===== config.mk =====
export PLATFORM = sky130hd
export DESIGN_NAME = uart_error_storm_limiter
export DESIGN_NICKNAME = d
export VERILOG_FILES = /design/src/hw/rtl/uesl_pkg.sv /design/src/hw/rtl/uesl_core.sv /design/src/hw/rtl/uart_error_storm_limiter.sv
export VERILOG_INCLUDE_DIRS = /design/src /design/src/hw/rtl
export SDC_FILE = /design/constraint.sdc
export NUM_CORES = 1
export LEC_CHECK = 0
export ABC_AREA = 1
export BUFFER_PORTS_ARGS = -buffer_cell sky130_fd_sc_hd__buf_2
export CAP_MARGIN = 20
export CELL_PAD_IN_SITES_DETAIL_PLACEMENT = 0
export CELL_PAD_IN_SITES_GLOBAL_PLACEMENT = 1
export CORE_ASPECT_RATIO = 1.5
export CORE_MARGIN = 2
export CORE_UTILIZATION = 46
export CTS_CLUSTER_DIAMETER = 200
export DETAILED_ROUTE_END_ITERATION = 16
export GPL_TIMING_DRIVEN = 1
export HOLD_SLACK_MARGIN = 0.1
export PLACE_DENSITY_LB_ADDON = 0.1
export SLEW_MARGIN = 15
export SYNTH_ARGS = -nofsm -noshare
export SYNTH_HDL_FRONTEND = slang
export SYNTH_SLANG_ARGS = --single-unit

===== constraint.sdc =====
create_clock -name clock -period 14.9 [get_ports clock]
set_input_delay 0 -clock clock [delete_from_list [all_inputs] [get_ports clock]]
set_output_delay 0 -clock clock [all_outputs]
set_load 0.05 [all_outputs]

===== src/hw/rtl/uart_error_storm_limiter_assert.svh =====
// Assertion macros for the UART error-storm limiter.
// Used by uesl_core.sv and uart_error_storm_limiter.sv; needs clock and reset in scope.
`ifndef UART_ERROR_STORM_LIMITER_ASSERT_SVH
`define UART_ERROR_STORM_LIMITER_ASSERT_SVH

// same-cycle implication
`define UESL_ASSERT_IMPL(label, ante, cons) \
   label: assert property (@(posedge clock) disable iff (reset) (ante) |-> (cons)) \
      else $error("uesl assertion failed");

// next-cycle implication
`define UESL_ASSERT_NEXT(label, ante, cons) \
   label: assert property (@(posedge clock) disable iff (reset) (ante) |=> (cons)) \
      else $error("uesl assertion failed");

`endif


===== src/hw/rtl/uesl_pkg.sv =====
// Types and constants shared by the UART error-storm limiter modules.
// No dependencies.
`timescale 1ns / 1ps

package uesl_pkg;

   localparam logic [1:0] CMD_BYTE  = 2'd0;
   localparam logic [1:0] CMD_ERROR = 2'd1;
   localparam logic [1:0] CMD_POLL  = 2'd2;

   localparam logic [1:0] PORT_UNKNOWN = 2'd0;
   localparam logic [1:0] PORT_MAIN    = 2'd1;
   localparam logic [1:0] PORT_SECOND  = 2'd2;

   localparam logic [1:0] REG_BURST_WINDOW = 2'd0;
   localparam logic [1:0] REG_BURST_LIMIT  = 2'd1;
   localparam logic [1:0] REG_PAUSE        = 2'd2;

   localparam logic [15:0] BURST_WINDOW_RESET = 16'd100;
   localparam logic [15:0] BURST_LIMIT_RESET  = 16'd20;
   localparam logic [15:0] PAUSE_RESET        = 16'd200;
   localparam logic [15:0] BURST_MAX          = 16'hFFFF;
   localparam logic [31:0] COUNT_MAX          = 32'hFFFF_FFFF;

   typedef struct packed {
      logic [1:0]  command;
      logic        port;
      logic [7:0]  rx_data;
      logic        overrun_flag;
      logic        framing_flag;
      logic        noise_flag;
      logic        parity_flag;
      logic [31:0] now_ms;
   } req_type;

   typedef struct packed {
      logic        byte_valid;
      logic [7:0]  byte_out;
      logic [1:0]  last_port;
      logic        receive_paused;
      logic        restart_receive;
      logic [31:0] overrun_count;
      logic [31:0] framing_count;
      logic [31:0] noise_count;
      logic [31:0] parity_count;
      logic [15:0] burst_count;
   } rsp_type;

   typedef struct packed {
      logic [15:0] burst_window_ms;
      logic [15:0] burst_limit;
      logic [15:0] pause_ms;
   } cfg_type;

endpackage


===== src/hw/rtl/uesl_core.sv =====
// Limiter state and per-word update: counters, burst tracking and pause deadline.
// Depends on uesl_pkg and uart_error_storm_limiter_assert.svh.
`timescale 1ns / 1ps
`include "uart_error_storm_limiter_assert.svh"

module uesl_core
   import uesl_pkg::*;
(
   input  logic    clock,
   input  logic    reset,
   input  cfg_type cfg,
   input  logic    fire,
   input  req_type item,
   output rsp_type result
);

   logic [31:0] error_time_ff, error_time_in;
   logic [15:0] burst_level_ff, burst_level_in;
   logic        paused_ff, paused_in;
   logic [31:0] deadline_ff, deadline_in;
   logic [1:0]  port_seen_ff, port_seen_in;
   logic [31:0] overruns_ff, overruns_in;
   logic [31:0] framings_ff, framings_in;
   logic [31:0] noises_ff, noises_in;
   logic [31:0] parities_ff, parities_in;

   logic        count_en;
   logic        byte_valid;
   logic        restart;
   logic [31:0] gap;
   logic [31:0] poll_diff;

   function automatic logic [31:0] sat_inc(input logic [31:0] v, input logic en);
      sat_inc = (en && v != COUNT_MAX) ? v + 32'd1 : v;
   endfunction

   assign gap       = item.now_ms - error_time_ff;
   assign poll_diff = item.now_ms - deadline_ff;

   always_comb begin
      error_time_in  = error_time_ff;
      burst_level_in = burst_level_ff;
      paused_in      = paused_ff;
      deadline_in    = deadline_ff;
      port_seen_in   = port_seen_ff;
      count_en       = 1'b0;
      byte_valid     = 1'b0;
      restart        = 1'b0;
      unique case (item.command)
         CMD_BYTE: begin
            if (item.port || !paused_ff) begin
               port_seen_in = item.port ? PORT_SECOND : PORT_MAIN;
               count_en     = 1'b1;
               byte_valid   = 1'b1;
            end
         end
         CMD_ERROR: begin
            if (!item.port && !paused_ff) begin
               if (gap <= {16'd0, cfg.burst_window_ms}) begin
                  if (burst_level_ff != BURST_MAX) begin
                     burst_level_in = burst_level_ff + 16'd1;
                  end
               end else begin
                  burst_level_in = 16'd1;
               end
               error_time_in = item.now_ms;
               count_en      = 1'b1;
               if (burst_level_in >= cfg.burst_limit) begin
                  paused_in   = 1'b1;
                  deadline_in = item.now_ms + {16'd0, cfg.pause_ms};
               end else begin
                  restart = 1'b1;
               end
            end
         end
         CMD_POLL: begin
            if (paused_ff && !poll_diff[31]) begin
               paused_in = 1'b0;
               restart   = 1'b1;
            end
         end
         default: begin
         end
      endcase
      overruns_in = sat_inc(overruns_ff, count_en && item.overrun_flag);
      framings_in = sat_inc(framings_ff, count_en && item.framing_flag);
      noises_in   = sat_inc(noises_ff, count_en && item.noise_flag);
      parities_in = sat_inc(parities_ff, count_en && item.parity_flag);
   end

   always_ff @(posedge clock) begin
      if (reset) begin
         error_time_ff  <= '0;
         burst_level_ff <= '0;
         paused_ff      <= 1'b0;
         deadline_ff    <= '0;
         port_seen_ff   <= PORT_UNKNOWN;
         overruns_ff    <= '0;
         framings_ff    <= '0;
         noises_ff      <= '0;
         parities_ff    <= '0;
      end else if (fire) begin
         error_time_ff  <= error_time_in;
         burst_level_ff <= burst_level_in;
         paused_ff      <= paused_in;
         deadline_ff    <= deadline_in;
         port_seen_ff   <= port_seen_in;
         overruns_ff    <= overruns_in;
         framings_ff    <= framings_in;
         noises_ff      <= noises_in;
         parities_ff    <= parities_in;
      end
   end

   always_comb begin
      result.byte_valid      = byte_valid;
      result.byte_out        = byte_valid ? item.rx_data : 8'd0;
      result.last_port       = port_seen_in;
      result.receive_paused  = paused_in;
      result.restart_receive = restart;
      result.overrun_count   = overruns_in;
      result.framing_count   = framings_in;
      result.noise_count     = noises_in;
      result.parity_count    = parities_in;
      result.burst_count     = burst_level_in;
   end

   `UESL_ASSERT_IMPL(a_byte_only_on_byte_cmd, fire && result.byte_valid, item.command == CMD_BYTE)
   `UESL_ASSERT_IMPL(a_restart_not_paused, fire && result.restart_receive, !result.receive_paused)
   `UESL_ASSERT_NEXT(a_hold_when_idle, !fire, $stable(paused_ff) && $stable(burst_level_ff))
   `UESL_ASSERT_IMPL(a_pause_needs_error, fire && !paused_ff && paused_in, item.command == CMD_ERROR)

endmodule


===== src/hw/rtl/uart_error_storm_limiter.sv =====
// Top level of the UART error-storm limiter: input register, CSR port, result queue.
// Depends on uesl_pkg, uesl_core and uart_error_storm_limiter_assert.svh.
//
// Accepts one word per cycle while the result queue has room or rsp_ready is high, and
// returns exactly one result word per input word, in order. A word is held in the input
// register, is processed by uesl_core in a single pass and lands in a two-entry result
// queue, whose head drives rsp_valid and rsp_payload; the queue lets input keep flowing
// while a result waits. No clearing pass after reset.
// CSRs: 0x0 burst_window_ms, 0x4 burst_limit, 0x8 pause_ms,
// low 16 bits of each 32-bit word; write them only while the block is idle.
`timescale 1ns / 1ps
`include "uart_error_storm_limiter_assert.svh"

module uart_error_storm_limiter
   import uesl_pkg::*;
(
   input  logic        clock,
   input  logic        reset,
   input  logic        req_valid,
   output logic        req_ready,
   input  req_type     req_payload,
   output logic        rsp_valid,
   input  logic        rsp_ready,
   output rsp_type     rsp_payload,
   input  logic        csr_psel,
   input  logic        csr_penable,
   input  logic        csr_pwrite,
   input  logic [3:0]  csr_paddr,
   input  logic [31:0] csr_pwdata,
   output logic [31:0] csr_prdata,
   output logic        csr_pready
);

   cfg_type     cfg_ff;
   logic        csr_write;

   logic        in_valid_ff, in_valid_in;
   req_type     in_data_ff;
   logic        advance;
   rsp_type     result;

   rsp_type     q0_ff, q1_ff;
   logic [1:0]  count_ff, count_in;
   logic        pop;

   // config registers
   assign csr_pready = 1'b1;
   assign csr_write  = csr_psel && csr_penable && csr_pwrite && csr_pready;

   always_ff @(posedge clock) begin
      if (reset) begin
         cfg_ff.burst_window_ms <= BURST_WINDOW_RESET;
         cfg_ff.burst_limit     <= BURST_LIMIT_RESET;
         cfg_ff.pause_ms        <= PAUSE_RESET;
      end else if (csr_write) begin
         unique case (csr_paddr[3:2])
            REG_BURST_WINDOW: cfg_ff.burst_window_ms <= csr_pwdata[15:0];
            REG_BURST_LIMIT:  cfg_ff.burst_limit     <= csr_pwdata[15:0];
            REG_PAUSE:        cfg_ff.pause_ms        <= csr_pwdata[15:0];
            default: begin
            end
         endcase
      end
   end

   always_comb begin
      unique case (csr_paddr[3:2])
         REG_BURST_WINDOW: csr_prdata = {16'd0, cfg_ff.burst_window_ms};
         REG_BURST_LIMIT:  csr_prdata = {16'd0, cfg_ff.burst_limit};
         REG_PAUSE:        csr_prdata = {16'd0, cfg_ff.pause_ms};
         default:          csr_prdata = 32'd0;
      endcase
   end

   // input register
   assign pop       = rsp_valid && rsp_ready;
   assign advance   = in_valid_ff && (count_ff != 2'd2 || rsp_ready);
   assign req_ready = !in_valid_ff || advance;

   always_comb begin
      in_valid_in = in_valid_ff;
      if (req_valid && req_ready) begin
         in_valid_in = 1'b1;
      end else if (advance) begin
         in_valid_in = 1'b0;
      end
   end

   always_ff @(posedge clock) begin
      if (reset) begin
         in_valid_ff <= 1'b0;
      end else begin
         in_valid_ff <= in_valid_in;
      end
      if (req_valid && req_ready) begin
         in_data_ff <= req_payload;
      end
   end

   uesl_core u_core (
      .clock  (clock),
      .reset  (reset),
      .cfg    (cfg_ff),
      .fire   (advance),
      .item   (in_data_ff),
      .result (result)
   );

   // result queue, q0 is the head
   assign count_in    = count_ff + {1'b0, advance} - {1'b0, pop};
   assign rsp_valid   = count_ff != 2'd0;
   assign rsp_payload = q0_ff;

   always_ff @(posedge clock) begin
      if (reset) begin
         count_ff <= 2'd0;
      end else begin
         count_ff <= count_in;
      end
      unique case ({advance, pop})
         2'b10: begin
            if (count_ff == 2'd0) begin
               q0_ff <= result;
            end else begin
               q1_ff <= result;
            end
         end
         2'b01: q0_ff <= q1_ff;
         2'b11: begin
            if (count_ff == 2'd1) begin
               q0_ff <= result;
            end else begin
               q0_ff <= q1_ff;
               q1_ff <= result;
            end
         end
         default: begin
         end
      endcase
   end

   `UESL_ASSERT_IMPL(a_queue_bound, 1'b1, count_ff != 2'd3)
   `UESL_ASSERT_IMPL(a_no_push_when_full, count_ff == 2'd2 && !rsp_ready, !advance)
   `UESL_ASSERT_NEXT(a_push_fills, advance && !pop, rsp_valid)

endmodule

==> reports/metrics.csv <==
stage;metric;value;unit
sta;final_count_of_negative_setup_slack_endpoints;0;
die;chipWidth;224;um
yosys;netlist_top_cells_area;sky130_fd_sc_hd__edfxtp_1, sky130_fd_sc_hd__dfxtp_1, sky130_fd_sc_hd__nand2_1, sky130_fd_sc_hd__o21ai_0, sky130_fd_sc_hd__inv_1;
route;avgViaCountPerCell;5.21;
power;static-leakage-power;0.0165;uW
worst_setup_path;critical_path.most_common_cell;sky130_fd_sc_hd__nand2_1;
global_route;grt_pass1_wl;149;mm
final_layout;utilization;53.8;%
route;routed_wire_length_per_instance;17.9;um
yosys;synth_enable_flop_cells;361;
place;port_buf_inserts;246;
worst_setup_path;worst_path_arrival_time;7.14;ns
yosys;syn-instance-count;4056;
power;worst_ir_drop_vdd;122;uV
worst_setup_path;timing.critical_path.from_type;flop;
die;start_util;46.6;%
yosys;synth_top_flop_cell;sky130_fd_sc_hd__edfxtp_1;
worst_setup_path;crit_path_top_delay_cell;sky130_fd_sc_hd__nor2_2;
die;design.portCount;282;
die;core.rowCount;120;
clock_network;cts-root-to-sink-buffers;3;
status;status;complete, no violations;
clock_network;cts_tree;built;
worst_setup_path;type_of_the_setup_path_with_the_least_slack;reg -> reg;
clock_network;clk_pin_slew;0.06;ns
final_layout;nets;4573;
clock_network;h_tree_depth;2;
yosys;ys_warn_count;0;
route;antenna_violating_nets_remaining;0;
min_path;hold_path_class;in -> reg;
sta;final_hold_viol_count;0;
sta;tns;0;ns
worst_setup_path;path_max_fanout;30;
sta;worst_pin_slew;1.03;ns
place;place.detailed.hpwl;67.5;mm
worst_setup_path;cpPeakStageDelay;0.54;ns
worst_setup_path;cp.buffers_inverters;5;
yosys;yosysTopAreaCellShare;32.6;%
global_route;grt_remaining_overflow;0;
route;detailroute.via_count;27785;
route;iteration_count_of_the_initial_detailed_routing_pass;5;
clock_network;clock_sink_count;623;
die;coreArea;71500;um2
sta;finalCritPeriodShare;44.0;%
clock_network;clk_latency;0.66;ns
sta;fin_hold_ws;0.152;ns
die;floorplan.die.height;334;um
global_route;antenna_found_initial;2;
yosys;synth.lib_cells_used.distinct;55;
worst_setup_path;cp_top_family;simple AND/OR/NAND/NOR gates;
clock_network;tritoncts.num_buffers;60;
sta;finalClockSkew;0.0185;ns
sta;number_of_pins_exceeding_their_max_slew_limit_in_the_final_report;0;
die;dieArea;74600;um2
yosys;synth_seq_cells;623;
worst_setup_path;required;15.48;ns
yosys;synth_area;33300;um2
sta;timing.fmax;0.152;GHz
route;finalWirelength;95.2;mm
clock_network;cts-resized-gates;0;
global_route;vias_in_the_first_global_route;27153;
sta;final.min_clock_period;6.56;ns
global_route;largest_net_degree_at_the_start_of_global_routing;143;
power;power_per_cell_area;148;nW/um2
sta;max-slew-margin-rel;31.2;%
yosys;synthArstFlopShare;0;%
route;iteration_0_drc_markers;1633;
sta;unrepaired_setup_endpoints_after_global_routing;false;
yosys;synth_area_per_cell;8.21;um2
route;post-route-drc-count;0;
worst_setup_path;worst_setup_path_end_kind;flop;
job;number_of_maximum_capacitance_constraint_violations;0;
yosys;synth_top_area_cell;sky130_fd_sc_hd__edfxtp_1;
clock_network;cts.root.buffer_cell;sky130_fd_sc_hd__clkbuf_16;
final_layout;area.growth.synth_to_final;15.6;%
final_layout;share_of_layout_cells_above_drive_strength_1;9.90;%
power;power;5690;uW
global_route;grt.total_usage;25.4;%
yosys;synth_seq_area_share;48.3;%
place;place_congestion;0.894;
==> sequential cells by signal, indices dropped and copies added, names as in the netlist, 2 cells and up <==
name,flops
u_core.burst_level_ff,16
in_data_ff,47
u_core.port_seen_ff,2
u_core.framings_ff,32
u_core.parities_ff,32
u_core.deadline_ff,32
u_core.error_time_ff,32
q1_ff,157
rsp_payload,157
cfg_ff,48
u_core.noises_ff,32
u_core.overruns_ff,32
count_ff,2
==> where the power goes <==
| group | switching (uW) | internal, uW |
|---|---|---|
| Clock | 692 | 848 |
| Combinational | 1400 | 374 |
| Sequential | 156 | 2220 |
==> cell type report <==
class | count | area, um2
Multi-Input combinational cell | 2644 | 14200
Fill cell | 6943 | 33000
Clock buffer | 72 | 1560
Inverter | 631 | 2380
Timing Repair Buffer | 402 | 2730
Tap cell | 915 | 1140
Clock inverter | 42 | 373
Antenna cell | 2 | 5.00
Sequential cell | 623 | 16100
==> metal layers <==
| metal | wire [um] | track usage (%) |
|---|---|---|
| met1 | 36800 | 28.3 |
| met4 | 4210 | 10.9 |
| met3 | 3470 | 2.59 |
| met5 | 0 | 0 |
| met2 | 50700 | 48.5 |
==> per-stage QoR <==
stage / area, um2 / setup slack [ns] / instances
2_1_floorplan: 33400 / 1.58 / 4071
3_3_place_gp: 35300 / 7.84 / 5087
3_5_place_dp: 35300 / 7.84 / 5087
4_1_cts: 38500 / 7.79 / 5328
5_1_grt: 38500 / 7.43 / 5331
6_report: 38500 / 8.34 / 5331
==> worst min-delay path, stage by stage <==
cell and delay (ns):
sky130_fd_sc_hd__dlygate4sd3_1 0.52, sky130_fd_sc_hd__buf_2 0.12, sky130_fd_sc_hd__nor2_1 0.04, sky130_fd_sc_hd__nor2_1 0.08
==> cells in the mapped netlist (all sizes together), types with 3 or more instances <==
cell type	count
nand3b	3
xor2	126
clkinv	6
nor2	357
nor3	69
nor4	15
o22ai	19
nand2	678
edfxtp	361
dfxtp	262
a221o	5
o21a	7
o21bai	4
or2	5
a211oi	14
o21ai	489
inv	625
o221ai	19
nand4	65
a31oi	3
ha	119
clkbuf	135
xnor2	41
nand3	133
o211ai	20
a21o	5
and2	3
buf	38
nor3b	3
a21oi	416
==> what timing repair did <==
item / CTS / global route
setup buffers: 0 / 0
endpoints found under the hold margin: 149 / 0
hold buffers: 127 / 0
==> cell families (layout without fill, tap and decap cells) <==
logic type	Yosys count	count (layout)	share of synthesized area [%]
buffers and inverters	804	1147	9.38
flip-flops	623	623	48.3
XOR/XNOR	167	167	4.51
AND/OR/NAND/NOR	1333	1333	17.3
adder cells (fa/ha/maj)	121	121	4.59
other	2	19	0.0226
multiplexers	1	1	0.0301
AO/OA/AOI/OAI	1005	1005	15.9
==> cell usage in the layout (no fill, tap or decap), types with 13 or more instances in the layout <==
master	instances
sky130_fd_sc_hd__nor2_1	343
sky130_fd_sc_hd__inv_1	613
sky130_fd_sc_hd__o21ai_0	475
sky130_fd_sc_hd__nor3_1	59
sky130_fd_sc_hd__edfxtp_1	361
sky130_fd_sc_hd__o221ai_1	19
sky130_fd_sc_hd__a211oi_1	13
sky130_fd_sc_hd__nand2_1	664
sky130_fd_sc_hd__buf_2	246
sky130_fd_sc_hd__dlygate4sd3_1	127
sky130_fd_sc_hd__clkbuf_16	60
sky130_fd_sc_hd__clkinv_1	23
sky130_fd_sc_hd__nand4_1	58
sky130_fd_sc_hd__nor4_1	15
sky130_fd_sc_hd__buf_4	28
sky130_fd_sc_hd__dfxtp_1	262
sky130_fd_sc_hd__conb_1	17
sky130_fd_sc_hd__a21oi_1	415
sky130_fd_sc_hd__clkinv_2	15
sky130_fd_sc_hd__o211ai_1	20
sky130_fd_sc_hd__nand3_1	125
sky130_fd_sc_hd__xor2_1	124
sky130_fd_sc_hd__xnor2_1	38
sky130_fd_sc_hd__ha_1	119
sky130_fd_sc_hd__o22ai_1	19
==> path summary, 6_finish.rpt <==
| path | start | end | slack (ns) | cells after the start |
|---|---|---|---|---|
| worst max register to register | in_data_ff[7] | u_core.deadline_ff[15] | 8.34 | 38 |
| worst min register to register | u_core.error_time_ff[9] | u_core.error_time_ff[9] | 0.46 | 2 |
| worst max-delay path | in_data_ff[7] | u_core.deadline_ff[15] | 8.34 | 38 |
| worst min-delay path | csr_pwdata[4] | cfg_ff[4] | 0.15 | 4 |
Power figures use the tool's default switching activity.
